**config.mk**
```make
export PLATFORM = sky130hd
export DESIGN_NAME = kpq_cell
export DESIGN_NICKNAME = d
export VERILOG_FILES = /design/src/sv/kpq_pkg.sv /design/src/sv/kpq_cell.sv
export SDC_FILE = /design/constraint.sdc
export NUM_CORES = 1
export LEC_CHECK = 0
export BUFFER_PORTS_ARGS = -buffer_cell sky130_fd_sc_hd__buf_2
export CAP_MARGIN = 0
export CORE_UTILIZATION = 45
export DETAILED_ROUTE_END_ITERATION = 7
export PLACE_DENSITY_LB_ADDON = 0.08
export SYNTH_ARGS = -nofsm -noshare
export SYNTH_HDL_FRONTEND = slang
export SYNTH_SLANG_ARGS = --single-unit
```
**constraint.sdc**
```tcl
create_clock -name clk -period 3.3 [get_ports clk]
set_input_delay 0.165 -clock clk [delete_from_list [all_inputs] [get_ports clk]]
set_output_delay 0.165 -clock clk [all_outputs]
set_load 0.05 [all_outputs]
```
**src/sv/kpq_pkg.sv**
```systemverilog
`timescale 1ns / 1ps

package kpq_pkg;

    localparam int ENTRIES       = 256;
    localparam int PRIORITY_BITS = 16;

    localparam int IDX_W    = $clog2(ENTRIES);
    localparam int ID_W     = 8;
    localparam int AMOUNT_W = 16;
    localparam int STAMP_W  = 32;
    localparam int SUM_W    = ((PRIORITY_BITS > AMOUNT_W) ? PRIORITY_BITS : AMOUNT_W) + 1;
    localparam int CMP_W    = (IDX_W > ID_W) ? IDX_W : ID_W;

    typedef logic [PRIORITY_BITS-1:0] prio_t;
    typedef logic [STAMP_W-1:0]       stamp_t;
    typedef logic [IDX_W-1:0]         idx_t;

    localparam prio_t  PRIO_MAX  = {PRIORITY_BITS{1'b1}};
    localparam stamp_t STAMP_MAX = {STAMP_W{1'b1}};

    typedef enum logic [1:0] {
        REQ_INSERT   = 2'd0,
        REQ_INCREASE = 2'd1,
        REQ_REMOVE   = 2'd2,
        REQ_QUERY    = 2'd3
    } req_t;

    // write broadcast to every cell
    typedef struct packed {
        logic                en;
        req_t                req;
        logic [ID_W-1:0]     id;
        logic [AMOUNT_W-1:0] amount;
        stamp_t              stamp;
    } wr_t;

    // best candidate handed along the chain during a scan
    typedef struct packed {
        logic   valid;
        prio_t  prio;
        stamp_t stamp;
        idx_t   id;
    } cand_t;

    // saturating add; with p = 0 it clamps an insert value
    function automatic prio_t sat_add(prio_t p, logic [AMOUNT_W-1:0] a);
        logic [SUM_W-1:0] s;
        s = SUM_W'(p) + SUM_W'(a);
        if (s > SUM_W'(PRIO_MAX))
        begin
            return PRIO_MAX;
        end
        return PRIORITY_BITS'(s);
    endfunction

endpackage

```
**src/sv/kpq_cell.sv**
```systemverilog
`timescale 1ns / 1ps

module kpq_cell (
    input  logic            clk,
    input  logic            rst_n,
    input  kpq_pkg::idx_t   cell_index,
    input  kpq_pkg::wr_t    wr,
    input  logic            go_in,
    input  kpq_pkg::cand_t  cand_in,
    output logic            go_out,
    output kpq_pkg::cand_t  cand_out
);

    kpq_pkg::prio_t  prio_reg,  prio_next;
    kpq_pkg::stamp_t stamp_reg, stamp_next;
    logic            valid_reg, valid_next;
    logic            go_reg;
    kpq_pkg::cand_t  cand_reg,  cand_next;
    logic            hit;
    logic            wins;

    assign hit = wr.en &&
        (kpq_pkg::CMP_W'(cell_index) == kpq_pkg::CMP_W'(wr.id));

    always_comb
    begin
        prio_next  = prio_reg;
        stamp_next = stamp_reg;
        valid_next = valid_reg;
        if (hit)
        begin
            case (wr.req)
                kpq_pkg::REQ_INSERT:
                begin
                    prio_next  = kpq_pkg::sat_add('0, wr.amount);
                    stamp_next = wr.stamp;
                    valid_next = 1'b1;
                end
                kpq_pkg::REQ_INCREASE:
                begin
                    prio_next = kpq_pkg::sat_add(prio_reg, wr.amount);
                end
                kpq_pkg::REQ_REMOVE:
                begin
                    valid_next = 1'b0;
                end
                default:
                begin
                end
            endcase
        end
    end

    // own entry wins on priority, then earlier stamp; a full tie keeps lower id
    assign wins = valid_reg &&
        (!cand_in.valid || (prio_reg > cand_in.prio) ||
         ((prio_reg == cand_in.prio) && (stamp_reg < cand_in.stamp)));

    always_comb
    begin
        cand_next = cand_in;
        if (wins)
        begin
            cand_next.valid = 1'b1;
            cand_next.prio  = prio_reg;
            cand_next.stamp = stamp_reg;
            cand_next.id    = cell_index;
        end
    end

    always_ff @(posedge clk or negedge rst_n)
    begin
        if (!rst_n)
        begin
            prio_reg  <= '0;
            stamp_reg <= '0;
            valid_reg <= 1'b0;
            go_reg    <= 1'b0;
        end
        else
        begin
            prio_reg  <= prio_next;
            stamp_reg <= stamp_next;
            valid_reg <= valid_next;
            go_reg    <= go_in;
        end
    end

    always_ff @(posedge clk)
    begin
        if (go_in)
        begin
            cand_reg <= cand_next;
        end
    end

    assign go_out   = go_reg;
    assign cand_out = cand_reg;

endmodule

```
==> results.txt, run 1 <==
For this design, the slowest cell found on the critical path is dfrtp_1. The switching power share of the total is 28.1%. The worst slew margin relative to its limit came out at 50.0%. The highest attainable clock frequency is 351 MHz.

The count of pins over their slew limit is 0. The full die area came out at 14,900 µm². The worst hold slack after final layout is 0.0456 ns. The source-to-sink clock delay at the later pin of the worst-skew pair came out at 0.35 ns. The library cells used most frequently in the layout, excluding fill and tap cells, are buf_2 (184), ha_1 (63), edfxtp_1 (57). The remaining antenna violation count after routing is 0. The max capacitance violation total came out at 0. The data arrival time of the worst path is 2.95 ns. The total via count after detailed routing came out at 4,754. The number of ports placed on the die boundary is 185. The number of cells produced by synthesis is 537. The cell-internal power came out at 0.00247 W. The level count of the clock H-tree came out at 3. On the critical path the largest part of the delay comes from simple AND/OR/NAND/NOR gates. The cell area after placement came out at 7610 µm². At the end of routability-driven placement, the weighted congestion stood at 0.845.

The sort of element at the end of the critical path is a flop. In this run the mean area of a mapped cell was 12.1 µm². The reported net switching power is 0.000963 W.

Setup repair after global routing left no endpoint under its margin. The wire length of the first global-routing pass is 23.3 mm. Among all flip-flop cells after synthesis, the most frequent one is edfxtp_1. The post-synthesis sequential element count is 107. The initial antenna violation count came to 0.

The number of hold violations in the final report is 0. The clock period minus worst slack came out at 2.85 ns. The part of the Yosys area used for sequential elements came out at 45.7%. The largest fanout on the critical path is 27.

The summed instance area of the synthesized netlist came out at 6480 µm². The count of clock tree sinks is 107. The required time of the critical path came out at 3.40 ns. Summing all non-filler instances in the final layout gives an area of 7950 µm². The total iterations of the first detailed-routing run is 4. The worst clock skew on the final layout is 0.00662 ns. The total nets after synthesis is 728.

The clock network burns 34.6% of the power. The repair_antennas step left the layout with diodes totalling 0. The horizontal die dimension came out at 122 µm. Global routing consumed, over all layers together, 20.5% of the routing resources.

The starting utilization of the core area is 46.4%. For this run, the slowest stage of the critical path takes 0.43 ns. The run finished with clean final reports. The leakage power figure is 3.94 nW. The number of enable flip-flop cells after synthesis came out at 57. The count of input and output buffers is 184. Dividing the detail-routed wire length by the instance count gives 16.2 µm. The worst setup path is launched from a flop. The worst-case IR drop observed on VDD is 234 µV. The via count of the first global-routing pass is 4,778. TritonCTS built the clock tree. The via count normalized by instance count came out at 5.22. Walking the worst path, the cells encountered are ha_1 > nand4_1 > or2_1 > nor4_1 > buf_4 > o2111ai_1 > o21ai_4 > buf_12 > mux2_2.

The post-synthesis to final-layout area growth came out at 22.6%. The post-synthesis async set-or-reset flop share is 46.7%. Counting along the longest clock path gives a buffer depth of 2. The placed cell count is 893. The number of flip-flops under the largest register name is 57. The die is 122 µm tall. For this run, the number of standard cells in the final layout without fillers is 910. The DRC violation count after routing is 0. Entering global routing, the biggest net connects 33 pins. After the last flow step, the layout net total stands at 916.

The site row count came out at 43. The detailed-route wire length came out at 14.7 mm. The utilization after layout came out at 56.8%. After the first detailed-routing iteration, the DRC count stood at 219.

The share of final-layout standard cells stronger than drive strength 1 came out at 41.1%. Setup violations remaining at the end of the flow were counted as 0. The remaining global-route overflow is 0. In this run the worst hold path is classified as input pin to flop. The share of the cycle needed by the critical path after routing is 86.4%. The number of fill cells in the layout is 1,233. The core region area is 14,000 µm². The ratio of total power to cell area came out at 431 nW/µm². Per report_power, the sequential group accounts for 44.7% of the total. The number of gates resized after CTS was 0. The sum of negative setup slack came out at 0 ns. The number of distinct standard cells referenced by the synthesized netlist came out at 52. The transition time of the tightest slew-check pin came out at 0.750 ns. In this run the clock root is driven by a clkbuf_16. The post-DP HPWL came out at 11.5 mm.

The number of buffer and inverter instances along the worst setup path came out at 2. The combinational fraction of design power came out at 20.6%. The TritonCTS buffer count is 9. The number of warnings reported in the yosys synthesis log is 0. The worst setup path is of the flop to flop kind.

Clock-pin slew was measured on the worst setup and hold paths at 0.07 ns. The library cell used most frequently in the layout, excluding fill and tap cells, is buf_2.
-- metal layers --
metal	wire [µm]	track usage (%)	share of wire, %	up-vias
li1	-	-	-	2352
met1	6400	26.0	43	2278
met2	7500	35.6	51	111
met3	630	2.53	4.3	13
met4	221	7.64	1.5	0
met5	0	0	0	-
-- power groups by stage --
stage	clock (W)	sequential, W	combinational [W]
after floorplan	0	0.00176	0.000278
after global placement	0	0.00156	0.000699
after detailed placement	0	0.00156	0.000710
after CTS	0.00121	0.00153	0.000714
after global routing	0.00126	0.00154	0.000768
final	0.00119	0.00153	0.000707
-- worst paths after layout --
| path | startpoint | end | slack (ns) | cells after the start |
|---|---|---|---|---|
| min in group asynchronous | rst_n | stamp_reg[3] | 0.43 | 2 |
| hold / removal | wr[30] | stamp_reg[30] | 0.05 | 2 |
| max in group asynchronous | rst_n | stamp_reg[12] | 2.10 | 3 |
| hold reg to reg | stamp_reg[0] | stamp_reg[0] | 0.54 | 1 |
| setup reg to reg | prio_reg[9] | cand_out[1] | 0.45 | 9 |
| setup / recovery | prio_reg[9] | cand_out[1] | 0.45 | 9 |
-- cell families (layout without fill, tap and decap cells) --
family,Yosys count,in the layout,synth area share (%)
buffers and inverters,71,264,5.02
flip-flops,107,107,45.7
multiplexers,88,88,17.4
adder cells (fa/ha/maj),64,64,12.5
AND/OR/NAND/NOR,84,84,6.46
XOR/XNOR,19,19,2.57
AO/OA/AOI/OAI,104,104,10.3
-- area by class of cell --
type,count,area [µm²],share of cell area (%)
clock buffer,12,256,3.23
clock inverter,4,73.8,0.928
inverter,56,210,2.64
multi-input combinational,359,3210,40.4
sequential,107,2960,37.3
tap,180,225,2.83
timing repair buffer,192,1010,12.7
-- repair_timing --
item | 4_1_cts | 5_1_grt
endpoints found under the hold margin | 30 | 0
hold buffers | 1 | 0
setup buffers | 0 | 0
-- metrics by stage --
stage	total power (W)	worst slack [ns]
3_3_place_gp	0.00226	0.448
6_report	0.00343	0.449
3_5_place_dp	0.00227	0.460
4_1_cts	0.00346	0.440
5_1_grt	0.00358	0.286
2_1_floorplan	0.00204	0.810
-- cells in the mapped netlist (all sizes together), types with 4 or more instances --
| master | number | area, µm² |
|---|---|---|
| mux2 | 86 | 1110 |
| ha | 63 | 788 |
| edfxtp | 57 | 1710 |
| inv | 56 | 210 |
| dfrtp | 50 | 1250 |
| nand2 | 28 | 105 |
| o21ai | 27 | 139 |
| a21oi | 22 | 114 |
| xnor2 | 14 | 123 |
| nor2 | 13 | 48.8 |
| o22ai | 13 | 81.3 |
| nand4 | 11 | 68.8 |
| buf | 10 | 96.3 |
| a21o | 8 | 60.1 |
| o21a | 7 | 52.6 |
| nand3 | 6 | 30.0 |
| clkbuf | 5 | 18.8 |
| nor2b | 5 | 31.3 |
| nor3 | 5 | 25.0 |
| xor2 | 5 | 43.8 |
| a2111oi | 4 | 42.5 |
| a31oi | 4 | 25.0 |
| nand2b | 4 | 25.0 |
| nor4 | 4 | 25.0 |
(Power assumes the default switching activity.)
==> run 2, diff against run 1 <==
- ABC_AREA: unset -> 1
==> run 2 against run 1 <==
  * Clock power is 4% lower
  * Global-route usage grew 3.7 points
  * Die area grew 6.6%
  * Fmax is 9.8% higher
  * Via count grew 32%
  * First-iteration DRC count grew 63%
  * Final area rose by 3.9%
  * Register-to-register slack gained 0.25 ns
  * Largest cell class unchanged
  * Largest power group unchanged
==> results.txt, run 2 <==
The flow ran to the end, and the final reports show no timing, DRC or antenna violations. The detailed-route wire length came out at 18.5 mm. The placed cell count is 1,214. The signal on the critical path passes through ha_1 > nand2_1 > nor2_1 > nand2_1 > nor4_1 > nand2_1 > nand3_2 > nand2_2 > nand2_4 > buf_4 > nand2_1 > nand2_1. The transition time of the tightest slew-check pin came out at 0.919 ns. The area fraction of the dominant cell type after synthesis came out at 24.7%.

The count of input and output buffers came out at 184. The TritonCTS buffer count came out at 9. The wire length of the first global-routing pass came out at 29.9 mm. Adding up every negative setup slack in the final design gives 0 ns.

The number of cells produced by synthesis came out at 863. The worst clock skew on the final layout is 0.0115 ns. CTS placed an instance of clkbuf_16 at the clock tree root. The library cell with the largest summed area after synthesis is edfxtp_1.

The number of ports placed on the die boundary is 185. The number of distinct standard cells referenced by the synthesized netlist is 38. Setup repair after global routing left no endpoint under its margin. After synthesis the cells add up to 6920 µm². The number of non-filler instances in the completed layout is 1,234.

The clock period minus worst slack came out at 2.60 ns. The clock drives 107 sinks. For this configuration, the core starts out at a cell density of 46.9%. The combinational fraction of design power is 23.8%.

Summed over all cells, the static leakage comes to 4.62 nW. TritonCTS built the clock tree. STA puts the critical path data arrival time at 2.81 ns. The path class of the tightest hold or removal check is input pin to flop. After detailed routing, the number of remaining DRC violations is 0.

The critical path is of the flop to flop type. The full die area is 15,900 µm². VDD sags by at most 252 µV.

After clock tree synthesis, the clock-pin slew on the worst setup and hold paths is 0.07 ns. The share of the cycle needed by the critical path after routing came out at 78.7%. The core region area is 14,800 µm². The via count of the first global-routing pass was 6,172. The level count of the clock H-tree came out at 3. The total nets after synthesis came out at 1,054. The synthesized area divided by synthesized cell count came out at 8.02 µm². The initial antenna violation count was 5.

The max capacitance violation total is 0. The number of buffer and inverter instances along the worst setup path is 1. The number of setup violations in the final report came out at 0. nand2_1 is the most common cell in the netlist. The number of nets in the finished design came out at 1,233.

The worst setup path is launched from a flop. The total power after layout came out at 0.00354 W. The required time of the critical path came out at 3.51 ns. The starting DRC count in detailed routing is 356. The ratio of total power to cell area is 428 nW/µm². After legalization and detailed placement, the total HPWL measured 13.9 mm. After detailed routing, the number of vias per cell comes to 5.09. The total via count after detailed routing is 6,277. The total iterations of the first detailed-routing run came out at 4. STA classifies the critical path endpoint as a flop.

In this run the power spent charging and discharging nets is 0.00111 W. The number of enable flip-flop cells after synthesis is 57. The cell repeated most along the worst path is nand2_1. The y dimension of the die came out at 126 µm. The number of hold violations in the final report is 0. The maximum clock insertion buffer count is 2. Derived from the worst setup path, the maximum achievable clock frequency is 385 MHz. Net switching is 31.4% of the power. Global routing consumed, over all layers together, 24.2% of the routing resources. The number of flip-flops under the largest register name came out at 57. Summed over all layers, the global routing overflow is 0. The dominant delay contributor by cell family on the critical path is simple AND/OR/NAND/NOR gates. Leaving out fill and tap cells, the most frequent cell in the layout is nand2_1.

The part of the Yosys area used for sequential elements came out at 42.8%. The final weighted congestion of routability-driven global placement came out at 0.921. In this run the worst path has a maximum fanout of 37. The site row count is 44.

Sorting the synthesized cells by area gives the leading types as edfxtp_1 (25%), dfrtp_1 (18%), nand2_1 (16%), ha_1 (11%), nand3_1 (5.9%). The worst slew margin relative to its limit is 38.7%. The critical path's slowest cell is dfrtp_1. In the synthesized netlist the async set-or-reset flop fraction comes to 46.7%. The share of final-layout standard cells stronger than drive strength 1 came out at 22.8%.

The number of warnings reported in the yosys synthesis log is 0. The source-to-sink clock delay at the later pin of the worst-skew pair is 0.35 ns. The synthesized design contains 107 register bits. The delay of the slowest cell on the worst path came out at 0.41 ns.

Leaving out fill and tap cells, the most frequent cells in the layout are nand2_1 (298), buf_2 (184), inv_1 (85). For this run, the leading register cell type out of synthesis is edfxtp_1. The mean routed wirelength per cell came out at 15.0 µm. Entering global routing, the biggest net connects 58 pins. Ranked by instance count, the synthesized netlist is headed by nand2_1 (298), inv_1 (85), nand3_1 (82), ha_1 (63), edfxtp_1 (57). Sequential cells burn 44.0% of the power. The die is 126 µm wide. The post-synthesis to final-layout area growth is 19.4%. The remaining antenna violation count after routing is 0. The power share of the clock group came out at 32.2%.

The count of pins over their slew limit came to 0. Internal power comes to 0.00243 W.
==> run 2: final timing paths <==
| path | depth (start not counted) | slack, ns | endpoint | from |
|---|---|---|---|---|
| setup / recovery | 12 | 0.70 | cand_out[47] | stamp_reg[31] |
| hold / removal | 3 | 0.008 | stamp_reg[22] | wr[22] |
| setup reg to reg | 12 | 0.70 | cand_out[47] | stamp_reg[31] |
| hold reg to reg | 2 | 0.51 | stamp_reg[27] | stamp_reg[27] |
| max in group asynchronous | 3 | 2.12 | prio_reg[7] | rst_n |
| min in group asynchronous | 2 | 0.50 | stamp_reg[13] | rst_n |
==> run 2: area by class of cell <==
| type | instances | area, µm² |
|---|---|---|
| fillers | 1451 | 6490 |
| multi-input cells | 640 | 3400 |
| flip-flops and latches | 107 | 2960 |
| repair buffers | 197 | 1020 |
| inverters | 87 | 327 |
| well taps | 184 | 230 |
| clock buffers | 10 | 229 |
| clock inverters | 5 | 78.8 |
| diodes | 4 | 10.0 |
==> run 2: through the flow <==
stage / worst slack [ns] / hold slack, ns / instance area, µm² / utilization (%)
finish: 0.702 / 0.00783 / 8260 / 56.0
detailed placement: 0.663 / 0.365 / 7930 / 53.8
global placement: 0.681 / 0.364 / 7930 / 53.8
global route: 0.516 / 0.0142 / 8260 / 56.0
CTS: 0.628 / 0.00318 / 8250 / 55.9
floorplan: 1.33 / -0.131 / 6920 / -
==> run 2: cells by family (layout without fill, tap and decap cells) <==
family,count (synthesis),after routing,synth area share [%]
and+or+nand+nor,480,480,29.2
DFF,107,107,42.8
other,0,4,0
xor gates and xnor gates,12,12,1.52
AOI/OAI and AO/OA,84,84,6.73
adders and majority gates,64,64,11.7
buffers and inverters,116,299,8.03
==> run 2: power groups by stage <==
stage               sequential (W)  combinational [W]  clock [W]
floorplan                  0.00178           0.000376          0
detailed placement         0.00159           0.000845          0
finish                     0.00156           0.000842    0.00114
global placement           0.00158           0.000840          0
CTS                        0.00156           0.000849    0.00117
global route               0.00157           0.000935    0.00122
==> run 2: worst reg2reg max path: cells and delay by family, from the launching register on <==
kind                     cells  cell delay, ns
AND/OR/NAND/NOR             10            1.45
adder cells (fa/ha/maj)      1            0.30
flip-flops                   1            0.41
buffers and inverters        1            0.29
==> run 2: what timing repair did <==
item | 4_1_cts | 5_1_grt
resized for setup | 0 | 0
endpoints found under the hold margin | 28 | 0
hold buffers | 1 | 0
setup buffers | 0 | 0
==> run 2: layer usage <==
metal	part of all wire, %	up-vias	track usage (%)
met1	43	2892	28.9
li1	-	3188	-
met5	0	-	0
met3	4.1	26	2.97
met4	2.7	0	11.1
met2	51	171	43.5
==> run 3, diff against run 2 <==
- clock period: 3.3 -> 2.4 ns (I/O delays scaled with it)
==> run 3 against run 2 <==
  * Sequential cell count is the same
  * Wire length grew 4.1%
  * Critical endpoint is now cand_out[3]
  * Largest cell class unchanged
  * Non-clock buffer count up 41
  * Sequential share of layout area shrank 2.0 points
  * Largest power group unchanged
  * Combinational power rose by 46%
==> results.txt, run 3 (synthesis results as in run 2) <==
The y dimension of the die came out at 126 µm. The clock-pin slew reported for the worst setup and hold paths after clock tree synthesis is 0.07 ns. The clock net in this run drives a total of 107 sinks. The maximum clock insertion buffer count came out at 2.

Counting cells, the worst reg-to-reg path comes to 12. The cell area after placement is 8050 µm². The via count of the first global-routing pass came out at 6,316. Across the VDD grid, the largest voltage drop is 340 µV. The DRC violation count after routing is 0. In this run the clock root is driven by a clkbuf_16. The count of pins over their slew limit came to 0. In this design, the stage delay of the slowest critical-path cell is 0.40 ns. For this configuration, the core starts out at a cell density of 46.9%. The count of input and output buffers is 184.

The level count of the clock H-tree is 3. The initial antenna violation count is 2. Of all nets on the critical path, the largest fanout is 29. The post-DP HPWL is 14.4 mm. The number of flip-flops under the largest register name came out at 57.

The total routing usage reported by global routing came out at 25.1%. The number of hold violations in the final report is 0. The clock period minus worst slack is 2.26 ns. Routability-driven placement finished with a final weighted congestion of 0.888. The critical path's slowest cell is dfrtp_1.

The type of the worst setup path is flop to flop. The library cell used most frequently in the layout, excluding fill and tap cells, is nand2_1. The TritonCTS buffer count came out at 9.

Timing would allow up to 442 MHz. The ratio of total power to cell area came out at 562 nW/µm². The floorplan has 44 rows. The worst hold path class is input pin to flop.

Dividing the detail-routed wire length by the instance count gives 15.1 µm. The total via count after detailed routing is 6,386. The die is 126 µm wide. The placed cell count is 1,223.

In the layout the commonest cells are nand2_1 (297), buf_2 (184), inv_1 (85). The max capacitance violation total is 0. The remaining antenna violation count after routing came out at 0. The full die area is 15,900 µm². The worst clock skew on the final layout came out at 0.00763 ns. The leakage power figure is 4.85 nW.

The area of all placed cells without fillers came out at 8750 µm². The total area inside the core boundary comes to 14,800 µm². The detailed-route wire length is 19.3 mm.

The number of setup violations in the final report came out at 0. The worst slew margin relative to its limit is 62.0%. Of the cells placed in the final design, the portion with a size suffix greater than 1 is 23.7%. The final layout contains 1,274 nets. The flow ran to the end, and the final reports show no timing, DRC or antenna violations.

The worst setup path is launched from a flop. The number of non-filler instances in the completed layout is 1,275. TritonCTS built the clock tree. Walking the worst path, the cells encountered are ha_1 > nand2_2 > nor2_1 > nor2_1 > nand3_1 > a21oi_2 > nand3_2 > nand2_4 > nand2_4 > buf_12 > nand2_1 > nand2_1.

The via count normalized by instance count came out at 5.01. For the worst setup path, the data required time is 2.52 ns. In this run, the number of DRC markers left after iteration 0 of detailed routing was 299. The setup fix buffers added after clock tree synthesis came out at 0. 185 I/O pins were placed. The transition time of the tightest slew-check pin came out at 0.570 ns. Of the available clock period, the critical path in the final layout requires 94.3%. The worst setup path is captured at a flop.

Entering global routing, the biggest net connects 59 pins. The data arrival time of the worst path came out at 2.38 ns. The wire length of the first global-routing pass came out at 31.0 mm. The total iterations of the first detailed-routing run is 4. The post-synthesis to final-layout area growth came out at 26.5%.

The worst hold path passes through 3 cells. At the later pin of the worst-skew pair, clock insertion delay measures 0.36 ns. For this run the aggregate overflow at the end of global routing stands at 0.
## run 3: changes by cell type in the layout (fill, tap and decap cells not counted), moves of 2 or more
| cell | change |
|---|---|
| a21oi_1 | -4 |
| a21oi_2 | +4 |
| buf_12 | +4 |
| buf_4 | +4 |
| clkbuf_8 | +2 |
| dlygate4sd3_1 | +32 |
| nand2_4 | +2 |
## run 3: metal layers
metal | wire [µm] | part of all wire, % | global-route usage (%) | vias up
met5 | 0 | 0 | 0 | -
met4 | 337 | 1.8 | 7.87 | 0
met3 | 793 | 4.1 | 4.08 | 22
met2 | 9880 | 51 | 45.6 | 159
met1 | 8250 | 43 | 30.3 | 2945
li1 | - | - | - | 3260
## run 3: power breakdown
part / switching (W) / total, W / internal, W
Sequential: 0.0000826 / 0.00215 / 0.00207
Clock: 0.000670 / 0.00154 / 0.000865
Combinational: 0.000811 / 0.00123 / 0.000420
Total: 0.00156 / 0.00492 / 0.00336
## run 3: per-stage QoR
step | hold WS (ns) | worst slack (ns) | TNS (ns) | total power, W | utilization, %
floorplan | -0.176 | 0.425 | 0 | 0.00296 | -
global placement | 0.157 | -0.0639 | -0.874 | 0.00336 | 54.6
detailed placement | 0.163 | -0.0811 | -1.73 | 0.00337 | 54.6
CTS | 0.0124 | 0.0232 | 0 | 0.00495 | 58.9
global route | 0.0244 | -0.00189 | -0.00189 | 0.00517 | 59.3
finish | 0.0255 | 0.138 | 0 | 0.00492 | 59.3
## run 3: final cells by class
type / instances / area [µm²]
fillers: 1392 / 6000
multi-input cells: 640 / 3460
flip-flops and latches: 107 / 2960
repair buffers: 238 / 1460
inverters: 87 / 327
clock buffers: 12 / 256
well taps: 184 / 230
clock inverters: 4 / 48.8
diodes: 3 / 7.51
## run 3: worst paths after layout
check | endpoint | from | slack [ns]
max | cand_out[3] | stamp_reg[23] | 0.14
min | cand_out[7] | cand_in[7] | 0.03
max reg2reg | cand_out[3] | stamp_reg[23] | 0.14
min reg2reg | stamp_reg[3] | stamp_reg[3] | 0.51
max in group asynchronous | valid_reg | rst_n | 1.79
min in group asynchronous | stamp_reg[8] | rst_n | 0.31
## run 3: timing repair
item                                    CTS  global route
pin swaps                                 0             1
resized for setup                         1            12
hold buffers                             33             0
endpoints found under the setup margin   57            63
endpoints found under the hold margin    82             0
## run 3: worst max-delay path: cells and delay by family, from the launching register on
family                     cells  cell delay [ns]
and+or+nand+nor                9             0.83
DFF                            1             0.40
adders and majority gates      1             0.31
AOI/OAI and AO/OA              1             0.25
buffers and inverters          1             0.19
